===== src/hw/rtl/bncm_pkg.sv =====
// Shared constants, word types and the row dilation and candidate functions for the candidate mask block.
package bncm_pkg;

  // Board geometry
  localparam int BOARD_WIDTH = 19;
  localparam int FIELD_W     = 19;
  localparam int IDX_W       = 5;
  localparam int MASK_BITS   = (BOARD_WIDTH < FIELD_W) ? BOARD_WIDTH : FIELD_W;
  localparam int CNT_W       = $clog2(BOARD_WIDTH);

  // Columns that exist on the board, within the field width
  localparam logic [FIELD_W-1:0] ROW_MASK =
    FIELD_W'((({(FIELD_W+1){1'b0}} | (FIELD_W+1)'(1)) << MASK_BITS) - (FIELD_W+1)'(1));

  // Result queue geometry
  localparam int QUEUE_DEPTH = 4;
  localparam int QCNT_W      = $clog2(QUEUE_DEPTH + 1);
  localparam int QIDX_W      = $clog2(QUEUE_DEPTH);

  typedef struct packed {
    logic [FIELD_W-1:0] first_player_row;
    logic [FIELD_W-1:0] second_player_row;
  } in_word_t;

  typedef struct packed {
    logic [IDX_W-1:0]   row_index;
    logic [FIELD_W-1:0] candidate_mask;
    logic               board_done;
  } out_word_t;

  // Which of the two result slots an accepted row produces
  typedef struct packed {
    logic push_a;
    logic push_b;
  } push_t;

  // Horizontal spread of an occupancy row by one column each way
  function automatic logic [FIELD_W-1:0] spread(input logic [FIELD_W-1:0] occ);
    spread = occ | (occ << 1) | (occ >> 1);
  endfunction

  // Empty cells of the center row with an occupied neighbor
  function automatic logic [FIELD_W-1:0] candidates(input logic [FIELD_W-1:0] above,
                                                    input logic [FIELD_W-1:0] center,
                                                    input logic [FIELD_W-1:0] below);
    candidates = (spread(above) | spread(center) | spread(below)) & ~center & ROW_MASK;
  endfunction

endpackage


===== src/hw/rtl/board_neighbor_candidate_mask.sv =====
// Top level of the board neighbor candidate mask block.
//
//  channel | ports                          | word
//  --------+--------------------------------+-------------------------------
//  input   | in_valid, in_ready, in_data    | in_word_t: two player rows
//  result  | out_valid, out_ready, out_data | out_word_t: row, mask, done
//
// One row word is accepted per clock while in_ready is high; its results go
// into a four-word register queue. A first row gives no word, a middle row one,
// the final row of a board two, which the queue hands out one per cycle while
// out_ready is high. in_ready is high while the queue has room for two words,
// so it depends on queue fill only, never on out_ready in the same cycle. Reset
// is synchronous on rst_n and empties the queue and the row window.
module board_neighbor_candidate_mask import bncm_pkg::*; (
  input  logic      clk,
  input  logic      rst_n,
  input  logic      in_valid,
  output logic      in_ready,
  input  in_word_t  in_data,
  output logic      out_valid,
  input  logic      out_ready,
  output out_word_t out_data
);

  push_t     push;
  out_word_t res_a;
  out_word_t res_b;
  logic      accept;

  assign accept = in_valid && in_ready;

  // Row window and mask logic
  bncm_row_engine u_engine (
    .clk     (clk),
    .rst_n   (rst_n),
    .accept  (accept),
    .in_word (in_data),
    .push    (push),
    .res_a   (res_a),
    .res_b   (res_b)
  );

  // Result queue
  bncm_out_queue u_queue (
    .clk       (clk),
    .rst_n     (rst_n),
    .push      (push),
    .res_a     (res_a),
    .res_b     (res_b),
    .room      (in_ready),
    .out_valid (out_valid),
    .out_ready (out_ready),
    .out_data  (out_data)
  );

endmodule


===== src/hw/rtl/bncm_row_engine.sv =====
// Row window registers, row counter and the per-row candidate mask logic.
module bncm_row_engine import bncm_pkg::*; (
  input  logic      clk,
  input  logic      rst_n,
  input  logic      accept,
  input  in_word_t  in_word,
  output push_t     push,
  output out_word_t res_a,
  output out_word_t res_b
);

  logic [FIELD_W-1:0] recent_r, recent_nxt;
  logic [FIELD_W-1:0] older_r, older_nxt;
  logic [CNT_W-1:0]   rows_r, rows_nxt;
  logic [FIELD_W-1:0] cur_occ;
  logic               first_row;
  logic               last_row;

  // Occupancy of the incoming row, off-board columns dropped
  assign cur_occ   = (in_word.first_player_row | in_word.second_player_row) & ROW_MASK;
  assign first_row = (rows_r == '0);
  assign last_row  = (rows_r == CNT_W'(BOARD_WIDTH - 1));

  // Result for the previous row, and for the final row itself
  always_comb begin
    res_a.row_index      = IDX_W'(32'(rows_r) - 32'd1);
    res_a.candidate_mask = candidates(older_r, recent_r, cur_occ);
    res_a.board_done     = 1'b0;
    res_b.row_index      = IDX_W'(32'(rows_r));
    res_b.candidate_mask = candidates(recent_r, cur_occ, '0);
    res_b.board_done     = 1'b1;
    push.push_a          = accept && !first_row;
    push.push_b          = accept && last_row;
  end

  // Window and counter update
  always_comb begin
    recent_nxt = recent_r;
    older_nxt  = older_r;
    rows_nxt   = rows_r;
    if (accept) begin
      if (first_row) begin
        older_nxt  = '0;
        recent_nxt = cur_occ;
        rows_nxt   = CNT_W'(1);
      end else if (last_row) begin
        older_nxt  = '0;
        recent_nxt = '0;
        rows_nxt   = '0;
      end else begin
        older_nxt  = recent_r;
        recent_nxt = cur_occ;
        rows_nxt   = rows_r + CNT_W'(1);
      end
    end
  end

  always_ff @(posedge clk) begin
    if (!rst_n) begin
      recent_r <= '0;
      older_r  <= '0;
      rows_r   <= '0;
    end else begin
      recent_r <= recent_nxt;
      older_r  <= older_nxt;
      rows_r   <= rows_nxt;
    end
  end

endmodule


===== src/hw/rtl/bncm_out_queue.sv =====
// Small shifting result queue: up to two pushes and one pop per cycle.
module bncm_out_queue import bncm_pkg::*; (
  input  logic      clk,
  input  logic      rst_n,
  input  push_t     push,
  input  out_word_t res_a,
  input  out_word_t res_b,
  output logic      room,
  output logic      out_valid,
  input  logic      out_ready,
  output out_word_t out_data
);

  out_word_t          slot_r   [QUEUE_DEPTH];
  out_word_t          slot_nxt [QUEUE_DEPTH];
  logic [QCNT_W-1:0]  count_r, count_nxt;
  logic               pop;

  assign out_valid = (count_r != '0);
  assign out_data  = slot_r[0];
  assign pop       = out_valid && out_ready;
  // Room for the two words of a final row
  assign room      = (count_r <= QCNT_W'(QUEUE_DEPTH - 2));

  // Shift out the head, then append the new words at the tail
  always_comb begin
    slot_nxt  = slot_r;
    count_nxt = count_r;
    if (pop) begin
      for (int i = 0; i < QUEUE_DEPTH - 1; i++) begin
        slot_nxt[i] = slot_r[i+1];
      end
      count_nxt = count_nxt - QCNT_W'(1);
    end
    if (push.push_a) begin
      slot_nxt[count_nxt[QIDX_W-1:0]] = res_a;
      count_nxt = count_nxt + QCNT_W'(1);
    end
    if (push.push_b) begin
      slot_nxt[count_nxt[QIDX_W-1:0]] = res_b;
      count_nxt = count_nxt + QCNT_W'(1);
    end
  end

  // Payload slots need no reset
  always_ff @(posedge clk) begin
    slot_r <= slot_nxt;
  end

  always_ff @(posedge clk) begin
    if (!rst_n) begin
      count_r <= '0;
    end else begin
      count_r <= count_nxt;
    end
  end

endmodule

===== config.mk =====
export PLATFORM = sky130hd
export DESIGN_NAME = board_neighbor_candidate_mask
export DESIGN_NICKNAME = d
export VERILOG_FILES = /design/src/hw/rtl/bncm_pkg.sv /design/src/hw/rtl/board_neighbor_candidate_mask.sv /design/src/hw/rtl/bncm_row_engine.sv /design/src/hw/rtl/bncm_out_queue.sv
export SDC_FILE = /design/constraint.sdc
export NUM_CORES = 1
export LEC_CHECK = 0
export ABC_AREA = 1
export BUFFER_PORTS_ARGS = -buffer_cell sky130_fd_sc_hd__buf_2
export CAP_MARGIN = 30
export CORE_MARGIN = 2
export CORE_UTILIZATION = 55
export CTS_CLUSTER_DIAMETER = 30
export DETAILED_ROUTE_END_ITERATION = 16
export PLACE_DENSITY = 0.73
export SLEW_MARGIN = 20
export SYNTH_ARGS = -nofsm -noshare
export SYNTH_HDL_FRONTEND = slang
export SYNTH_SLANG_ARGS = --single-unit

===== constraint.sdc =====
create_clock -name clk -period 4.3 [get_ports clk]
set_input_delay 0.43 -clock clk [delete_from_list [all_inputs] [get_ports clk]]
set_output_delay 0.43 -clock clk [all_outputs]
set_load 0.05 [all_outputs]

==> metrics.md, run 1 <==
| Metric | Value |
|---|---|
| Reg2Reg Depth | 13 |
| Worst setup SP type | register |
| CP top delay family | simple AND/OR/NAND/NOR gates |
| Yosys top cell area share | 35.4% |
| Count of cell types in the netlist | 34 |
| Placed cell areas | 0.00842 sq mm |
| Final setup fails | 0 |
| Die area | 0.0160 sq mm |
| Design Area, Final | 0.00900 sq mm |
| Vias in the first global route | 7,056 |
| Post-route setup TNS | 0 ps |
| Pin count of the biggest net entering global routing | 76 |
| Via/cell ratio | 5.38 |
| Worst vdd ir | 0.317 mV |
| Resize count post-CTS | 0 |
| Final std cells w/o fill | 1,522 |
| Average size of a mapped cell | 6.28 sq um |
| CP max FO | 48 |
| Final nets | 1,380 |
| Clk buf depth | 2 |
| WL/cell | 14.6 microns |
| Seq/Total Area, Yosys | 35.4% |
| IO Port Bufs | 68 |
| Hold path depth | 3 |
| Seq cells post-synth | 146 |
| Async set-reset flop share out of synthesis | 0% |
| Crit-path slowest cell | nand2_4 |
| Number of synthesized flops with an enable pin | 0 |
| First-pass GRT wire length | 35,800 microns |
| Period minus WS final | 3550 ps |
| P&R area growth vs syn | 8.97% |
| Area contributors post-synth | dfxtp_1, nand2_1, o21ai_0, inv_1, nand3_1 |
| Initial antenna violation count | 0 |
| Drt pass-1 iters | 5 |
| Post-CTS Setup Inserts | 0 |
| Die Y | 127 microns |
| Worst-path clk slew | 60 ps |
| I/O pins | 69 |
| Pre-CTS worst setup slack | 840 ps |
| Routability cong. | 0.853 |
| Synth Flop Type | dfxtp_1 |
| Layout cells sized above 1 | 10.2% |
| Status | finished, final reports clean |
| Mapped cell area | 0.00826 sq mm |
| Dpl cells | 1,489 |
| Clock sinks | 146 |
| CTS tree | built |
| Die X | 127 microns |
| Critical Path Max Stage Delay | 500 ps |
| Max-Cap Viols | 0 |
| Leakage power | 4.44 nW |
| CTS Buf Count | 17 |
| Final Skew | 7.41 ps |
| HP Class | in2reg |
| Max-slew headroom | 38.3% |
| Root buf cell | clkbuf_16 |
| Cell Pwr Density | 751 mW/mm^2 |
| Reg2reg setup slack | 750 ps |
| Hold EP | u_engine.rows_r[2] |
| Cell count after synthesis | 1,314 |
| Worst-Margin Slew | 915 ps |
| Post-synth top area cell | dfxtp_1 |
| Via count | 8,190 |
| Setup Crit Path Kind | reg2reg |
| DRT iter0 DRCs | 822 |
| Final HPWL DP | 15,200 microns |
| Final core utilization | 61.7% |
| H-Tree Depth | 4 |
| Buf/Inv on CP | 3 |
| Fmax | 282 MHz |
| Crit end category | register |
| GRT Resource Usage Total | 27.7% |
| Initial Util | 56.6% |
| Syn_nets | 1,369 |
| CTS Hold Bufs | 0 |
| Row cnt | 44 |
| Min-delay src | rst_n |
| GRT overflow | 0 |
| Crit path cell chain | inv_1 -> ha_1 -> nand2_4 -> nand2_4 -> nand2_1 -> nand2_1 -> inv_1 -> ha_1 -> nand2_2 -> clkinv_1 -> nand2_1 -> nand2_1 -> o21ai_0 |
| Post-Route WL | 22,300 microns |
| Final Slew Violations | 0 |
| Routed Antenna Nets | 0 |
| Worst Path Arrival | 3900 ps |
| Final WS setup | 753 ps |
| WP data required | 4660 ps |
| # diodes | 0 |
| Clk_lat worst skew | 430 ps |
| Tcrit/Tclk final | 82.5% |
| Hold violation count in the final report | 0 |
| Unrepaired setup endpoints after global routing | false |
| Reg2reg start | u_queue.count_r[0] |
| Core area | 0.0146 sq mm |
| DRC viols | 0 |
| Yosys warning total | 0 |
| Critical R2R Capture | u_queue.out_data[4] |
| Most used cell, CP | nand2_1 |
-- worst max path at each step --
stage                       startpoint  slack, ps             endpoint  cells past startpoint
detailed placement  u_queue.count_r[0]        840  u_queue.out_data[4]                     13
global placement    u_queue.count_r[0]        930   u_queue.slot_r[71]                     14
CTS                 u_queue.count_r[0]        820  u_queue.out_data[4]                     13
global route        u_queue.count_r[0]        540   u_queue.slot_r[35]                     15
floorplan           u_queue.count_r[0]       2210   u_queue.slot_r[43]                     12
finish              u_queue.count_r[0]        750  u_queue.out_data[4]                     13
-- flip-flops by register name, indices dropped and copies added (netlist names) --
| register | flops |
|---|---|
| u_queue.out_data | 25 |
| u_engine.older_r | 19 |
| u_engine.recent_r | 19 |
| u_engine.rows_r | 5 |
| u_queue.count_r | 3 |
| u_queue.slot_r | 75 |
-- cell usage after synthesis, types with 4 or more instances --
cell type / number
a21oi_1: 70
buf_1: 4
buf_2: 20
buf_4: 31
clkbuf_1: 29
dfxtp_1: 146
ha_1: 13
inv_1: 130
inv_2: 6
nand2_1: 444
nand2_2: 5
nand2_4: 4
nand3_1: 94
nand4_1: 4
nor2_1: 112
nor2_4: 5
nor3_1: 11
o211ai_1: 19
o21ai_0: 115
o21ai_1: 27
-- layer usage --
layer / global-route usage [%] / vias up / routed length (microns)
met2: 42.3 / 324 / 9750
met4: 8.73 / 0 / 317
met3: 4.13 / 26 / 1770
li1: - / 4176 / -
met1: 40.3 / 3664 / 10400
met5: 0 / - / 0
-- final cells by class --
type,instances,area [sq um]
Fill cell,1397,5590
Multi-Input combinational cell,944,4340
Sequential cell,146,2920
Inverter,138,518
Clock buffer,21,450
Timing Repair Buffer,78,419
Tap cell,184,230
Clock inverter,11,113
-- cells by family after synthesis --
family / share of synthesized area, %
AOI/OAI and AO/OA: 15.3
xor gates and xnor gates: 0.424
adders and majority gates: 1.97
buffers and inverters: 12.1
DFF: 35.4
and+or+nand+nor: 34.8
-- worst reg2reg max path: cells and delay by family, from the launching register on --
kind,cells,cell delay (ps)
AO/OA/AOI/OAI,1,140
adder cells (fa/ha/maj),2,430
buffers and inverters,3,730
flip-flops,1,320
AND/OR/NAND/NOR,7,1850
-- through the flow --
| stage | hold WS (ps) | power [mW] |
|---|---|---|
| 2_1_floorplan | 428 | 4.79 |
| 3_3_place_gp | 441 | 5.21 |
| 3_5_place_dp | 448 | 5.28 |
| 4_1_cts | 295 | 6.73 |
| 5_1_grt | 315 | 7.26 |
| 6_report | 299 | 6.75 |
-- power by group --
group          internal [mW]  switching, mW  total, mW
Clock                  0.862          0.585       1.45
Combinational           1.00           2.14       3.14
Sequential              1.89          0.270       2.16
-- cells in the final DEF, fill, tap and decap left out, types with 2 or more instances in the layout --
| master | Yosys | routed |
|---|---|---|
| nor2_2 | 1 | 2 |
| nand3_4 | 2 | 2 |
| bufinv_16 | 0 | 2 |
| o21ai_1 | 27 | 27 |
| clkbuf_16 | 0 | 17 |
| buf_4 | 31 | 9 |
| buf_2 | 20 | 68 |
| nor2_1 | 112 | 111 |
| nand3b_1 | 2 | 2 |
| nor3_1 | 11 | 11 |
| a31oi_1 | 3 | 3 |
| o31ai_1 | 2 | 2 |
| nand2_1 | 444 | 444 |
| nand3_1 | 94 | 94 |
| xor2_1 | 3 | 3 |
| nand4_1 | 4 | 4 |
| clkinvlp_4 | 0 | 3 |
| o21ai_0 | 115 | 115 |
| a21oi_1 | 70 | 70 |
| inv_1 | 130 | 130 |
| clkinv_1 | 2 | 2 |
| nand3_2 | 3 | 3 |
| nand2_2 | 5 | 4 |
| nand2_4 | 4 | 5 |
| inv_2 | 6 | 6 |
| o211ai_1 | 19 | 19 |
| ha_1 | 13 | 13 |
| clkbuf_1 | 29 | 3 |
| clkinv_2 | 0 | 6 |
| dfxtp_1 | 146 | 146 |
| nor2_4 | 5 | 5 |
Power figures use the tool's default switching activity.
==> run 2: changes to the inputs <==
Clock period 4.3 ns to 3.6 ns, I/O delays scaled along.
==> metrics.md, run 2 (synthesized netlist as in run 1, its figures left out) <==
| Metric | Value |
|---|---|
| WL/cell | 14.8 microns |
| Dpl cells | 1,495 |
| P&R area growth vs syn | 9.03% |
| Leakage power | 4.44 nW |
| Crit end category | register |
| Final HPWL DP | 15,600 microns |
| Clock sinks | 146 |
| Worst vdd ir | 0.387 mV |
| Unrepaired setup endpoints after global routing | false |
| Initial antenna violation count | 0 |
| Setup Crit Path Kind | reg2reg |
| Crit path cell chain | inv_1 -> ha_1 -> nand2_4 -> nand2_4 -> nand2_1 -> nand2_1 -> ha_1 -> inv_1 -> o21ai_2 -> inv_2 -> nand2_2 -> buf_4 -> nand2_1 -> o21ai_1 -> inv_1 |
| DRT iter0 DRCs | 896 |
| Hold violation count in the final report | 0 |
| Post-Route WL | 22,600 microns |
| Period minus WS final | 2910 ps |
| Routed Antenna Nets | 0 |
| Final Skew | 8.43 ps |
| Commonest non-fill, non-tap cells in the layout | nand2_1, dfxtp_1, inv_1, o21ai_0, nor2_1 |
| Worst setup SP type | register |
| H-Tree Depth | 4 |
| Drt pass-1 iters | 6 |
| Total Power Consumption | 8.00 mW |
| Core area | 0.0146 sq mm |
| Reg2reg start | u_queue.count_r[0] |
| Cell Pwr Density | 888 mW/mm^2 |
| Die Y | 127 microns |
| Worst-path clk slew | 60 ps |
| Final std cells w/o fill | 1,526 |
| Final Slew Violations | 0 |
| Die X | 127 microns |
| First-pass GRT wire length | 36,800 microns |
| Layout cells sized above 1 | 9.99% |
| Resize count post-CTS | 0 |
| Row cnt | 44 |
| Hold_ws | 232 ps |
| CTS Buf Count | 17 |
| CTS tree | built |
| Via count | 8,205 |
| CTS Hold Bufs | 0 |
| Clk_lat worst skew | 430 ps |
| Worst-Margin Slew | 851 ps |
| Commonest non-fill, non-tap cell in the layout | nand2_1 |
| HP Class | in2reg |
| I/O pins | 69 |
| Max-Cap Viols | 0 |
| Post-CTS Setup Inserts | 0 |
| GRT Resource Usage Total | 28.7% |
| Most flop-heavy register | u_queue.slot_r |
| Vias in the first global route | 7,261 |
| Via/cell ratio | 5.38 |
| Worst Path Arrival | 3220 ps |
| IO Port Bufs | 68 |
| Final core utilization | 61.7% |
| Final setup fails | 0 |
| Min-delay src | rst_n |
| Root buf cell | clkbuf_16 |
| CP max FO | 36 |
| Fmax | 344 MHz |
| Largest register FFs | 75 |
| Clk buf depth | 2 |
| GRT overflow | 0 |
| Pin count of the biggest net entering global routing | 62 |
| CP startpoint | u_queue.count_r[0] |
| Initial Util | 56.6% |
| Post-route setup TNS | 0 ps |
| Status | finished, final reports clean |
| Crit-path slowest cell | nand2_4 |
| Critical Path Max Stage Delay | 360 ps |
| # diodes | 0 |
| WP data required | 3920 ps |
| Max-slew headroom | 42.7% |
| Tcrit/Tclk final | 80.7% |
| DRC viols | 0 |
| Die area | 0.0160 sq mm |
| Final nets | 1,385 |
| Routability cong. | 0.901 |
[run 2: through the flow]
stage	setup slack, ps	area [sq um]
detailed placement	732	8480
CTS	728	9000
finish	694	9000
floorplan	1510	8260
global route	479	9000
global placement	825	8460
[run 2: worst max-delay path: cells and delay by family (launching register included)]
kind            cells  cell delay [ps]
simple gates        6             1070
fa+ha+maj           2              570
buf+inv             5              550
flops               1              350
compound gates      2              240
[run 2: worst paths after layout]
path / end / slack (ps) / depth (start not counted)
worst max-delay path: u_queue.slot_r[52] / 690 / 15
worst min-delay path: u_engine.rows_r[2] / 230 / 3
worst max register to register: u_queue.slot_r[52] / 690 / 15
worst min register to register: u_queue.slot_r[0] / 460 / 2
[run 2: final cells by class]
type | count | area [sq um]
fillers | 1404 | 5590
clock inverters | 5 | 55.1
repair buffers | 83 | 465
well taps | 184 | 230
flip-flops and latches | 146 | 2920
inverters | 138 | 518
multi-input cells | 944 | 4340
clock buffers | 26 | 469
[run 2: where the power goes]
group	internal, mW	total, mW	switching, mW
sequential	2.26	2.59	0.327
combinational	1.22	3.78	2.56
clock	0.962	1.63	0.664
[run 2: per-layer routing]
layer / vias to the layer above / wire length [microns] / GRT usage (%) / part of all wire, %
met5: - / 0 / 0 / 0
met4: 0 / 420 / 9.31 / 1.9
met3: 30 / 1720 / 4.09 / 7.6
met2: 318 / 9810 / 43.9 / 43
met1: 3681 / 10600 / 41.7 / 47
li1: 4176 / - / - / -
